$ cat src/sv/scfp_pkg.sv
`default_nettype none
package scfp_pkg;

  localparam logic [7:0] CH_CONNECT = 8'h53;
  localparam logic [7:0] CH_OPEN    = 8'h5b;
  localparam logic [7:0] CH_CLOSE   = 8'h5d;
  localparam logic [7:0] CH_SEMI    = 8'h3b;
  localparam logic [7:0] CH_ROW_BASE = 8'h30;
  localparam logic [7:0] CH_ROW1    = CH_ROW_BASE + 8'd1;
  localparam logic [7:0] CH_ROW2    = CH_ROW_BASE + 8'd2;
  localparam logic [7:0] CH_MAX7    = 8'h7f;
  localparam logic [7:0] CH_DRIVE   = 8'h44;
  localparam logic [7:0] CH_TEXT    = 8'h54;
  localparam logic [7:0] CH_RESET   = 8'h52;

  localparam logic [7:0] DIR_F = 8'h66;
  localparam logic [7:0] DIR_R = 8'h72;
  localparam logic [7:0] DIR_B = 8'h62;
  localparam logic [7:0] DIR_L = 8'h6c;
  localparam logic [7:0] DIR_T = 8'h74;
  localparam logic [7:0] DIR_S = 8'h73;

  localparam logic [3:0] DRV_FF = 4'd0;
  localparam logic [3:0] DRV_FR = 4'd1;
  localparam logic [3:0] DRV_RR = 4'd2;
  localparam logic [3:0] DRV_BR = 4'd3;
  localparam logic [3:0] DRV_BB = 4'd4;
  localparam logic [3:0] DRV_BL = 4'd5;
  localparam logic [3:0] DRV_LL = 4'd6;
  localparam logic [3:0] DRV_FL = 4'd7;
  localparam logic [3:0] DRV_TR = 4'd8;
  localparam logic [3:0] DRV_TL = 4'd9;
  localparam logic [3:0] DRV_SS = 4'd10;
  localparam logic [3:0] NO_CODE = 4'd15;
  localparam logic [7:0] NUM_CODES = 8'd11;

  typedef enum logic [2:0] {
    KIND_CONNECTED = 3'd0,
    KIND_DRIVE     = 3'd1,
    KIND_TEXT      = 3'd2,
    KIND_ERROR     = 3'd3,
    KIND_RESET     = 3'd4
  } kind_t;

  typedef enum logic [3:0] {
    ST_CONNECT,
    ST_IDLE,
    ST_D_OPEN,
    ST_D_FIRST,
    ST_D_SECOND,
    ST_D_CLOSE,
    ST_T_OPEN,
    ST_T_ROW,
    ST_T_SEMI,
    ST_T_CHARS,
    ST_T_CLOSE,
    ST_EMIT,
    ST_HALT
  } state_t;

  typedef struct packed {
    logic  load_first;
    logic  load_code;
    logic  load_row;
    logic  clr_count;
    logic  wr_char;
    logic  emit_step;
    logic  out_load;
    kind_t out_kind;
  } cmd_t;

  typedef struct packed {
    logic is_connect;
    logic is_drive;
    logic is_text;
    logic is_reset;
    logic is_open;
    logic is_close;
    logic is_semi;
    logic row_ok;
    logic high_bit;
    logic code_ok;
    logic line_full;
    logic emit_last;
    logic out_free;
  } stat_t;

  function automatic logic [3:0] drive_decode(input logic [7:0] a, input logic [7:0] b);
    logic [3:0] code;
    unique case ({a, b})
      {DIR_F, DIR_F}: code = DRV_FF;
      {DIR_F, DIR_R}: code = DRV_FR;
      {DIR_R, DIR_R}: code = DRV_RR;
      {DIR_B, DIR_R}: code = DRV_BR;
      {DIR_B, DIR_B}: code = DRV_BB;
      {DIR_B, DIR_L}: code = DRV_BL;
      {DIR_L, DIR_L}: code = DRV_LL;
      {DIR_F, DIR_L}: code = DRV_FL;
      {DIR_T, DIR_R}: code = DRV_TR;
      {DIR_T, DIR_L}: code = DRV_TL;
      {DIR_S, DIR_S}: code = DRV_SS;
      default:        code = NO_CODE;
    endcase
    return code;
  endfunction

endpackage
`default_nettype wire

$ cat src/sv/serial_command_frame_parser_core.sv
// A single result is valid in the cycle after the byte that causes it.
// Throughput: one byte per cycle while the result register drains.
// A text frame's closing ']' starts LINE_CHARS results, one per cycle as
// out_ready allows, from the line buffer's single read port; input waits.
// Reset (rst_n low, synchronous) returns to waiting for the connect byte;
// the line buffer is not cleared, every entry is written before it is read.
`default_nettype none
module serial_command_frame_parser_core #(
  parameter int LINE_CHARS = 16
) (
  input  wire logic       clk,
  input  wire logic       rst_n,
  input  wire logic       in_valid,
  output logic            in_ready,
  input  wire logic [7:0] in_rx_byte,
  output logic            out_valid,
  input  wire logic       out_ready,
  output logic [2:0]      out_event_kind,
  output logic [3:0]      out_drive_code,
  output logic            out_row_index,
  output logic [3:0]      out_column,
  output logic [6:0]      out_text_char,
  output logic            out_last
);

  scfp_pkg::cmd_t  cmd;
  scfp_pkg::stat_t stat;

  scfp_ctrl u_ctrl (
    .clk      (clk),
    .rst_n    (rst_n),
    .in_valid (in_valid),
    .in_ready (in_ready),
    .stat     (stat),
    .cmd      (cmd)
  );

  scfp_dpath #(
    .LINE_CHARS(LINE_CHARS)
  ) u_dpath (
    .clk            (clk),
    .rst_n          (rst_n),
    .in_rx_byte     (in_rx_byte),
    .out_ready      (out_ready),
    .cmd            (cmd),
    .stat           (stat),
    .out_valid      (out_valid),
    .out_event_kind (out_event_kind),
    .out_drive_code (out_drive_code),
    .out_row_index  (out_row_index),
    .out_column     (out_column),
    .out_text_char  (out_text_char),
    .out_last       (out_last)
  );

  a_last_column: assert property (@(posedge clk) disable iff (!rst_n)
    out_valid && out_event_kind == scfp_pkg::KIND_TEXT && out_last
      |-> out_column == 4'(LINE_CHARS - 1))
    else $error("text burst ends at wrong column");

  a_single_last: assert property (@(posedge clk) disable iff (!rst_n)
    out_valid && out_event_kind != scfp_pkg::KIND_TEXT |-> out_last)
    else $error("single result without last");

  a_code_zero: assert property (@(posedge clk) disable iff (!rst_n)
    out_valid && out_event_kind != scfp_pkg::KIND_DRIVE |-> out_drive_code == 4'd0)
    else $error("drive code on non-drive result");

  a_load_free: assert property (@(posedge clk) disable iff (!rst_n)
    cmd.out_load |-> stat.out_free)
    else $error("result register overwritten");

endmodule
`default_nettype wire

$ cat src/sv/scfp_ram.sv
`default_nettype none
module scfp_ram #(
  parameter int WIDTH = 7,
  parameter int DEPTH = 16,
  localparam int AW = (DEPTH > 1) ? $clog2(DEPTH) : 1
) (
  input  wire logic                    clk,
  input  wire logic                    we,
  input  wire logic [AW-1:0]           waddr,
  input  wire logic [WIDTH-1:0]        wdata,
  input  wire logic [AW-1:0]           raddr,
  output logic      [WIDTH-1:0]        rdata
);

  logic [WIDTH-1:0] mem [DEPTH];

  always_ff @(posedge clk) begin
    if (we) begin
      mem[waddr] <= wdata;
    end
    rdata <= mem[raddr];
  end

endmodule
`default_nettype wire

$ cat src/sv/scfp_ctrl.sv
`default_nettype none
module scfp_ctrl (
  input  wire logic            clk,
  input  wire logic            rst_n,
  input  wire logic            in_valid,
  output logic                 in_ready,
  input  wire scfp_pkg::stat_t stat,
  output scfp_pkg::cmd_t       cmd
);

  scfp_pkg::state_t state_r, state_nxt;
  logic acc;

  always_ff @(posedge clk) begin
    if (!rst_n) begin
      state_r <= scfp_pkg::ST_CONNECT;
    end else begin
      state_r <= state_nxt;
    end
  end

  always_comb begin
    state_nxt = state_r;
    cmd = '0;
    cmd.out_kind = scfp_pkg::KIND_ERROR;
    unique case (state_r)
      scfp_pkg::ST_HALT: in_ready = 1'b1;
      scfp_pkg::ST_EMIT: in_ready = 1'b0;
      default:           in_ready = stat.out_free;
    endcase
    acc = in_valid && in_ready;
    unique case (state_r)
      scfp_pkg::ST_CONNECT: begin
        if (acc && stat.is_connect) begin
          cmd.out_load = 1'b1;
          cmd.out_kind = scfp_pkg::KIND_CONNECTED;
          state_nxt = scfp_pkg::ST_IDLE;
        end
      end
      scfp_pkg::ST_IDLE: begin
        if (acc) begin
          priority if (stat.is_drive) begin
            state_nxt = scfp_pkg::ST_D_OPEN;
          end else if (stat.is_text) begin
            state_nxt = scfp_pkg::ST_T_OPEN;
          end else if (stat.is_reset) begin
            cmd.out_load = 1'b1;
            cmd.out_kind = scfp_pkg::KIND_RESET;
            state_nxt = scfp_pkg::ST_HALT;
          end else begin
            state_nxt = scfp_pkg::ST_IDLE;
          end
        end
      end
      scfp_pkg::ST_D_OPEN: begin
        if (acc) begin
          if (stat.is_open) begin
            state_nxt = scfp_pkg::ST_D_FIRST;
          end else begin
            cmd.out_load = 1'b1;
            state_nxt = scfp_pkg::ST_IDLE;
          end
        end
      end
      scfp_pkg::ST_D_FIRST: begin
        if (acc) begin
          cmd.load_first = 1'b1;
          state_nxt = scfp_pkg::ST_D_SECOND;
        end
      end
      scfp_pkg::ST_D_SECOND: begin
        if (acc) begin
          cmd.load_code = 1'b1;
          state_nxt = scfp_pkg::ST_D_CLOSE;
        end
      end
      scfp_pkg::ST_D_CLOSE: begin
        if (acc) begin
          cmd.out_load = 1'b1;
          if (stat.is_close && stat.code_ok) begin
            cmd.out_kind = scfp_pkg::KIND_DRIVE;
          end
          state_nxt = scfp_pkg::ST_IDLE;
        end
      end
      scfp_pkg::ST_T_OPEN: begin
        if (acc) begin
          state_nxt = stat.is_open ? scfp_pkg::ST_T_ROW : scfp_pkg::ST_IDLE;
        end
      end
      scfp_pkg::ST_T_ROW: begin
        if (acc) begin
          if (stat.row_ok) begin
            cmd.load_row = 1'b1;
            state_nxt = scfp_pkg::ST_T_SEMI;
          end else begin
            cmd.out_load = 1'b1;
            state_nxt = scfp_pkg::ST_IDLE;
          end
        end
      end
      scfp_pkg::ST_T_SEMI: begin
        if (acc) begin
          if (stat.is_semi) begin
            cmd.clr_count = 1'b1;
            state_nxt = scfp_pkg::ST_T_CHARS;
          end else begin
            cmd.out_load = 1'b1;
            state_nxt = scfp_pkg::ST_IDLE;
          end
        end
      end
      scfp_pkg::ST_T_CHARS: begin
        if (acc) begin
          if (stat.high_bit) begin
            cmd.out_load = 1'b1;
            state_nxt = scfp_pkg::ST_IDLE;
          end else begin
            cmd.wr_char = 1'b1;
            if (stat.line_full) begin
              state_nxt = scfp_pkg::ST_T_CLOSE;
            end
          end
        end
      end
      scfp_pkg::ST_T_CLOSE: begin
        if (acc) begin
          if (stat.is_close) begin
            state_nxt = scfp_pkg::ST_EMIT;
          end else begin
            cmd.out_load = 1'b1;
            state_nxt = scfp_pkg::ST_IDLE;
          end
        end
      end
      scfp_pkg::ST_EMIT: begin
        if (stat.out_free) begin
          cmd.out_load = 1'b1;
          cmd.emit_step = 1'b1;
          cmd.out_kind = scfp_pkg::KIND_TEXT;
          if (stat.emit_last) begin
            state_nxt = scfp_pkg::ST_IDLE;
          end
        end
      end
      scfp_pkg::ST_HALT: begin
        state_nxt = scfp_pkg::ST_HALT;
      end
      default: begin
        state_nxt = scfp_pkg::ST_HALT;
      end
    endcase
  end

endmodule
`default_nettype wire

$ cat src/sv/scfp_dpath.sv
`default_nettype none
module scfp_dpath #(
  parameter int LINE_CHARS = 16
) (
  input  wire logic           clk,
  input  wire logic           rst_n,
  input  wire logic [7:0]     in_rx_byte,
  input  wire logic           out_ready,
  input  wire scfp_pkg::cmd_t cmd,
  output scfp_pkg::stat_t     stat,
  output logic                out_valid,
  output logic [2:0]          out_event_kind,
  output logic [3:0]          out_drive_code,
  output logic                out_row_index,
  output logic [3:0]          out_column,
  output logic [6:0]          out_text_char,
  output logic                out_last
);

  localparam int AW = (LINE_CHARS > 1) ? $clog2(LINE_CHARS) : 1;
  localparam int CW = (AW < 4) ? AW : 4;
  localparam logic [AW-1:0] LAST_IDX = AW'(LINE_CHARS - 1);

  logic [7:0]    first_r;
  logic          row_r;
  logic [AW-1:0] count_r;
  logic [AW-1:0] emit_r;
  logic [AW-1:0] raddr;
  logic [6:0]    ram_q;
  logic          valid_r;
  logic          is_text_ev;

  logic [2:0] kind_r;
  logic [3:0] code_r;
  logic       rowo_r;
  logic [3:0] col_r;
  logic [6:0] char_r;
  logic       last_r;

  always_comb begin
    stat.is_connect = (in_rx_byte == scfp_pkg::CH_CONNECT);
    stat.is_drive   = (in_rx_byte == scfp_pkg::CH_DRIVE);
    stat.is_text    = (in_rx_byte == scfp_pkg::CH_TEXT);
    stat.is_reset   = (in_rx_byte == scfp_pkg::CH_RESET);
    stat.is_open    = (in_rx_byte == scfp_pkg::CH_OPEN);
    stat.is_close   = (in_rx_byte == scfp_pkg::CH_CLOSE);
    stat.is_semi    = (in_rx_byte == scfp_pkg::CH_SEMI);
    stat.row_ok     = (in_rx_byte == scfp_pkg::CH_ROW1) || (in_rx_byte == scfp_pkg::CH_ROW2);
    stat.high_bit   = (in_rx_byte > scfp_pkg::CH_MAX7);
    stat.code_ok    = (first_r < scfp_pkg::NUM_CODES);
    stat.line_full  = (count_r == LAST_IDX);
    stat.emit_last  = (emit_r == LAST_IDX);
    stat.out_free   = !valid_r || out_ready;
  end

  always_ff @(posedge clk) begin
    if (!rst_n) begin
      first_r <= '0;
      row_r   <= 1'b0;
      count_r <= '0;
      emit_r  <= '0;
    end else begin
      if (cmd.load_first) begin
        first_r <= in_rx_byte;
      end else if (cmd.load_code) begin
        first_r <= {4'd0, scfp_pkg::drive_decode(first_r, in_rx_byte)};
      end
      if (cmd.load_row) begin
        row_r <= (in_rx_byte == scfp_pkg::CH_ROW2);
      end
      if (cmd.clr_count) begin
        count_r <= '0;
        emit_r  <= '0;
      end else begin
        if (cmd.wr_char) begin
          count_r <= count_r + AW'(1);
        end
        if (cmd.emit_step) begin
          emit_r <= emit_r + AW'(1);
        end
      end
    end
  end

  assign raddr = cmd.emit_step ? emit_r + AW'(1) : emit_r;

  scfp_ram #(
    .WIDTH(7),
    .DEPTH(LINE_CHARS)
  ) u_line_buf (
    .clk   (clk),
    .we    (cmd.wr_char),
    .waddr (count_r),
    .wdata (in_rx_byte[6:0]),
    .raddr (raddr),
    .rdata (ram_q)
  );

  assign is_text_ev = (cmd.out_kind == scfp_pkg::KIND_TEXT);

  always_ff @(posedge clk) begin
    if (!rst_n) begin
      valid_r <= 1'b0;
    end else if (cmd.out_load) begin
      valid_r <= 1'b1;
    end else if (out_ready) begin
      valid_r <= 1'b0;
    end
  end

  always_ff @(posedge clk) begin
    if (cmd.out_load) begin
      kind_r <= cmd.out_kind;
      code_r <= (cmd.out_kind == scfp_pkg::KIND_DRIVE) ? first_r[3:0] : 4'd0;
      rowo_r <= is_text_ev ? row_r : 1'b0;
      col_r  <= is_text_ev ? 4'(emit_r[CW-1:0]) : 4'd0;
      char_r <= is_text_ev ? ram_q : 7'd0;
      last_r <= is_text_ev ? stat.emit_last : 1'b1;
    end
  end

  assign out_valid      = valid_r;
  assign out_event_kind = kind_r;
  assign out_drive_code = code_r;
  assign out_row_index  = rowo_r;
  assign out_column     = col_r;
  assign out_text_char  = char_r;
  assign out_last       = last_r;

endmodule
`default_nettype wire
$ cat config.mk
export PLATFORM = sky130hd
export DESIGN_NAME = serial_command_frame_parser_core
export DESIGN_NICKNAME = d
export VERILOG_FILES = /design/src/sv/scfp_pkg.sv /design/src/sv/serial_command_frame_parser_core.sv /design/src/sv/scfp_ram.sv /design/src/sv/scfp_ctrl.sv /design/src/sv/scfp_dpath.sv
export SDC_FILE = /design/constraint.sdc
export NUM_CORES = 1
export LEC_CHECK = 0
export ABC_AREA = 1
export BUFFER_PORTS_ARGS = -buffer_cell sky130_fd_sc_hd__buf_2
export CORE_MARGIN = 10
export CORE_UTILIZATION = 55
export CTS_BUF_LIST = sky130_fd_sc_hd__clkbuf_4 sky130_fd_sc_hd__clkbuf_8
export CTS_CLUSTER_SIZE = 16
export DETAILED_ROUTE_END_ITERATION = 8
export GPL_TIMING_DRIVEN = 1
export MAX_ROUTING_LAYER = met4
export PLACE_DENSITY_LB_ADDON = 0.05
export SKIP_LAST_GASP = 1
export SLEW_MARGIN = 25
export SYNTH_ARGS = -nofsm -noshare
export SYNTH_HDL_FRONTEND = slang
export SYNTH_SLANG_ARGS = --single-unit
$ cat constraint.sdc
create_clock -name clk -period 2.2 [get_ports clk]
set_input_delay 0.33 -clock clk [delete_from_list [all_inputs] [get_ports clk]]
set_output_delay 0.33 -clock clk [all_outputs]
set_load 0.01 [all_outputs]
-- Word level (Yosys, flattened, before mapping)
Memory sizes are Yosys's and may differ from the RTL's. A register that Yosys moved wholly into a read port is not among the register bits.
Cells that the tools add are included.
- $add $sub $neg: 2
- magnitude comparators: 2
- eq/ne operators: 50
- mux-type cells: 66
- bitwise operators: 1
- reductions and logical operators: 11
- operators with widths (kind ; number):
    == test 16 x 15 -> 1 bit (second input constant) ; 11
    two-way mux 4 bit ; 28
    == test 8 x 7 -> 1 bit (second input constant) ; 6
    one-hot mux 4 bit (12 select lines) ; 1
    one-hot mux 4 bit (11 select lines) ; 1
    == test 4 bit (second input constant) ; 7
    two-way mux 1 bit ; 27
    inequality test 2 x 1 -> 1 bit (second input constant) ; 13
    == test 8 x 6 -> 1 bit (second input constant) ; 3
    == test 4 x 3 -> 1 bit (second input constant) ; 4
    two-way mux 8 bit ; 2
    AND reduction 14 bit ; 1
    one-hot mux 3 bit (4 select lines) ; 1
    one-hot mux 1 bit (9 select lines) ; 1
    adder 4 x 1 -> 4 bit (second input constant) ; 2
    == test 4 x 2 -> 1 bit (second input constant) ; 2
    > comparator 8 x 7 -> 1 bit (second input constant) ; 1
    < comparator 8 x 4 -> 1 bit (second input constant) ; 1
    two-way mux 5 bit ; 1
    == test 4 x 1 -> 1 bit (second input constant) ; 1
    logical NOT 4 bit ; 1
    two-way mux 2 bit ; 2
    nonzero test 2 bit ; 2
    == test 3 x 1 -> 1 bit (second input constant) ; 1
    other kinds (9) ; 12
- register bits after elaboration: 42
- RAM bits: 112
- bits of input ports: 12
- output and inout bits: 22
- word-level logic and storage cells: 145
- memories kept: 1
- memories (memory ; depth ; bits a word ; rd ports ; clocked after Yosys merged registers in ; wr ports ; RTL line ; source):
    u_dpath.u_line_buf.mem ; 16 ; 7 ; 1 ; 1 ; 1 ; scfp_ram.sv:15 ; logic [WIDTH-1:0] mem [DEPTH];

-- Logic depth before layout (Yosys ltp)
- depth in word-level cells: 8
- mapped depth: 13
- gate-level depth less buffers: 13

-- Cells and area by module
Synthesis repeated with hierarchy kept, for this count alone.
- cells, all modules: 888
- area total of the unflattened synthesis: 7723.7 sq um
- by module, submodules not included (module ; times used ; cells each ; area an instance (sq um) ; sequential area each (sq um)):
    scfp_ram ; 1 ; 485 ; 5034.8 ; 3503.4
    scfp_dpath ; 1 ; 271 ; 2034.5 ; 960.9
    scfp_ctrl ; 1 ; 132 ; 654.4 ; 80.1

-- Worst setup path after synthesis
No wires, ideal clock.
- path kind: register -> register
- start: reg u_ctrl.state_r[2]
- end: reg u_dpath.col_r[0] (netlist: u_dpath.out_column[0]) (enable)
- library setup time: 0.377 ns
- arrival time: 1.719 ns
- required time: 1.823 ns
- slack: 0.105 ns
- cell stages (with the launch flop): 9
- buffers on the path: 0
- clock period less this slack: 2.095 ns
- cells stage by stage: dfxtp_1 -> inv_1 -> nand2_4 -> nor2_8 -> a21oi_4 -> nand2_4 -> nor2_1 -> a21oi_1 -> nand2_1
- RTL lines (element ; RTL line ; source):
    start, declared ; scfp_ctrl.sv:11 ; scfp_pkg::state_t state_r, state_nxt;
    start signal, assigned ; scfp_ctrl.sv:16 ; state_r <= scfp_pkg::ST_CONNECT;
    start signal, assigned ; scfp_ctrl.sv:18 ; state_r <= state_nxt;
    end signal, assigned ; scfp_dpath.sv:116 ; col_r <= is_text_ev ? 4'(emit_r[CW-1:0]) : 4'd0;
    end, declared ; scfp_dpath.sv:36 ; logic [3:0] col_r;

-- Worst setup path after layout
- start: reg u_ctrl.state_r[2]
- end: reg u_dpath.u_line_buf.rdata[4] (read register of u_dpath.u_line_buf.mem)
- word-level cells in the longest chain between the ends: 3
- ends and longest elaborated chain (element ; RTL line ; source):
    == test 4 bit ; scfp_ctrl.sv:32 ; unique case (state_r)
    two-way mux 1 bit ; scfp_ctrl.sv:32 ;
    two-way mux 4 bit ; scfp_dpath.sv:85 ; assign raddr = cmd.emit_step ? emit_r + AW'(1) : emit_r;
    end, declared ; scfp_ram.sv:12 ; output logic [WIDTH-1:0] rdata
Every way passes these cells.
A chain may end at the register's enable or synchronous reset.

==> results.ini <==
[global_route]
grt_start_max_net_pins = 57
antenna_found_initial = 0
grt_first_pass_wirelength_um = 31400
grt_usage_pct = 21.1
grt_pass1_vias = 5762
grt_overflow = 0

[place]
dp_slack_ns = 0.0381
detailed_place_hpwl_um = 14500
dp_cells = 1072
port_buffers = 33
dpl_cell_area_um2 = 8430
gp_congestion = 0.975

[worst_setup_path]
path_depth = 13
endpoint = u_dpath.u_line_buf.rdata[4]$_DFF_P_
r2r_cells = 13
cp_slowest_cell = dfxtp_2
startpoint = u_ctrl.state_r[2]$_SDFFE_PN0P_
criticalPathCategory = reg2reg
path_delay_family = simple AND/OR/NAND/NOR gates
cp_cell_sequence = inv_1 > nand2_4 > nor2_8 > nand2_8 > nand2_2 > nand2_2 > buf_12 > nand2_1 > nand2_1 > nand2_1 > nand3_1 > nand3_1 > nand2_1
cp.buffers_inverters = 2
end_kind = flop
arrival_ns = 2.43
max_stage_delay_ns = 0.39
rr_endpoint = u_dpath.u_line_buf.rdata[4]$_DFF_P_
required_ns = 2.55
path_common_cell = nand2_1
startpoint_type = flop
rrSetupSlack_ns = 0.12
critPathMaxFanout = 36
worstReg2RegStart = u_ctrl.state_r[2]$_SDFFE_PN0P_

[routing]
drtPass1Iterations = 6
finalWirelength_um = 20200
drtAntennaViolNets = 0
drc = 0
vias_per_cell = 5.50
num_vias = 6076
drt-initial-drc-count = 624
wl_per_cell_um = 18.3

[floorplanning]
core_area_um2 = 13900
die_h_um = 139
fp.dieW_um = 139
dieArea_um2 = 19400
start_util_pct = 56.2
rows = 43
num_io_pins = 34

[sta]
max_slew_margin_pct = 76.3
period_share_pct = 94.4
rsz0062_at_grt = no
fin_skew_ns = 0.0119
layout_min_cycle_time_ns = 2.08
finalSetupViolCount = 0
fin_tns_setup_ns = 0
max_freq_ghz = 0.481
setup_slack_ns = 0.123
drv_slew = 0
hold_viol_final = 0
worst_slew_pin_slew_ns = 0.354

[logic_synthesis]
netlist_instances = 840
yosysSeqAreaShare_pct = 58.0
ys_seq_elements = 161
synth_top_area_share_pct = 50.6
synth_nets = 857
synth.distinct_cells = 35
synth_top_area_cell = edfxtp_1
synth_area_leaders = edfxtp_1 (51%), nand2_1 (9.3%), nand3_1 (7.8%)
ys.warnings.count = 0
syn_area_um2 = 7830
avgSynthCellArea_um2 = 9.32

[clocking]
cts.root.buffer_cell = clkbuf_8
cts_tree = yes
cts_max_path_buffers = 2
cts_setup_buffers = 0
cts_sinks = 161
cts_made_buffers = 17
cts.htree.levels = 4
clkTransAtPathRegs_ns = 0.09
insertion_delay_ns = 0.46

[cells_and_area]
final_cells = 1105
diodes = 0
num-nets-final = 929
final_area_um2 = 8830
area_growth_pct = 12.8
drive_gt1_share_pct = 16.3
n_fill_cell = 1164

[min_path]
hp-class = in2reg
hold_depth = 3

[power_and_ir_drop]
ir_worst_vdd_mv = 0.474
power_density_nw_per_um2 = 810
power.total_mw = 7.16
p_leak_nw = 3.69

[outcome]
status = finished clean

[job]
cap_viol_max_count = 0

-- how the worst min path moves through the flow --
stage                                     from                                endpoint  slack (ns)
2_1_floorplan                    in_rx_byte[0]  u_dpath.u_line_buf.mem[0][0]$_DFFE_PP_        0.43
3_3_place_gp   u_dpath.first_r[5]$_SDFFE_PN0P_         u_dpath.first_r[5]$_SDFFE_PN0P_        0.47
3_5_place_dp   u_dpath.first_r[5]$_SDFFE_PN0P_         u_dpath.first_r[5]$_SDFFE_PN0P_        0.47
4_1_cts                          in_rx_byte[7]         u_dpath.first_r[7]$_SDFFE_PN0P_        0.15
5_1_grt                          in_rx_byte[0]  u_dpath.u_line_buf.mem[2][0]$_DFFE_PP_        0.17
6_report                         in_rx_byte[7]         u_dpath.first_r[7]$_SDFFE_PN0P_        0.17
-- stage by stage --
step	util, %	hold slack, ns
after floorplan	-	0.429
after global placement	60.5	0.468
after detailed placement	60.5	0.471
after CTS	63.2	0.153
after global routing	63.4	0.170
final	63.4	0.174
-- tightest hold or removal path, cell delays in order --
cell and delay [ns]:
buf_2 0.13, nand2_1 0.07, a21oi_1 0.06
-- power by group --
| group | switching [mW] | leakage, nW | internal, mW | total (mW) |
|---|---|---|---|---|
| Combinational | 0.977 | 2.08 | 0.502 | 1.48 |
| Clock | 1.15 | 0.184 | 0.938 | 2.09 |
| Sequential | 0.114 | 1.43 | 3.48 | 3.59 |
| Total | 2.24 | 3.69 | 4.92 | 7.16 |
-- cells in the mapped netlist (all sizes together) --
| cell | count |
|---|---|
| nor4 | 1 |
| nand3b | 46 |
| clkinv | 1 |
| dfxtp | 29 |
| edfxtp | 132 |
| nor3 | 7 |
| clkbuf | 1 |
| or2 | 2 |
| ha | 5 |
| buf | 27 |
| o2111ai | 1 |
| nor2 | 108 |
| nand2 | 204 |
| nand3 | 123 |
| inv | 112 |
| nand4 | 4 |
| a21oi | 18 |
| o21ai | 17 |
| xor2 | 2 |
-- layout by cell type, fill, tap and decap left out, drive strengths merged --
| master | synthesis | routed |
|---|---|---|
| o2111ai | 1 | 1 |
| or2 | 2 | 2 |
| nand4 | 4 | 4 |
| nand3 | 123 | 123 |
| a21oi | 18 | 18 |
| nor4 | 1 | 1 |
| inv | 112 | 118 |
| edfxtp | 132 | 132 |
| nand2 | 204 | 204 |
| nor2 | 108 | 108 |
| ha | 5 | 5 |
| nor3 | 7 | 7 |
| o21ai | 17 | 17 |
| nand3b | 46 | 46 |
| clkbuf | 1 | 20 |
| clkinvlp | 0 | 3 |
| bufinv | 0 | 1 |
| buf | 27 | 80 |
| xor2 | 2 | 2 |
| dfxtp | 29 | 29 |
| clkinv | 1 | 4 |
-- cell families (layout without fill, tap and decap cells) --
logic type / after synthesis / after routing / share of synthesized area (%)
AND/OR/NAND/NOR: 495 / 495 / 29.7
AO/OA/AOI/OAI: 36 / 36 / 2.68
flip-flops: 161 / 161 / 58.0
adder cells (fa/ha/maj): 5 / 5 / 0.799
buffers and inverters: 141 / 226 / 8.23
XOR/XNOR: 2 / 2 / 0.559
-- what timing repair did --
item	CTS	global route
gates resized for setup	0	5
hold buffers	0	0
endpoints found under the setup margin	0	140
-- per-layer routing --
layer | vias up | track usage [%] | routed length (µm)
met5 | - | - | 0
met4 | 0 | 6.97 | 351
met3 | 31 | 3.95 | 1460
met2 | 264 | 32.7 | 9830
met1 | 2870 | 27.5 | 8610
li1 | 2911 | - | -
-- sequential cells by signal (all words and copies together), names as in the netlist, 7 cells and up --
signal	flops
u_dpath.first_r	8
u_dpath.out_text_char	7
u_dpath.u_line_buf.mem	112
u_dpath.u_line_buf.rdata	7
-- layout make-up --
type | count | area [µm²] | area share [%]
clock buffers | 19 | 249 | 2.82
clock inverters | 13 | 125 | 1.42
inverters | 113 | 424 | 4.80
multi-input cells | 538 | 2640 | 29.9
flip-flops and latches | 161 | 4550 | 51.5
well taps | 180 | 225 | 2.55
repair buffers | 81 | 618 | 7.00
(Power assumes the default switching activity.)
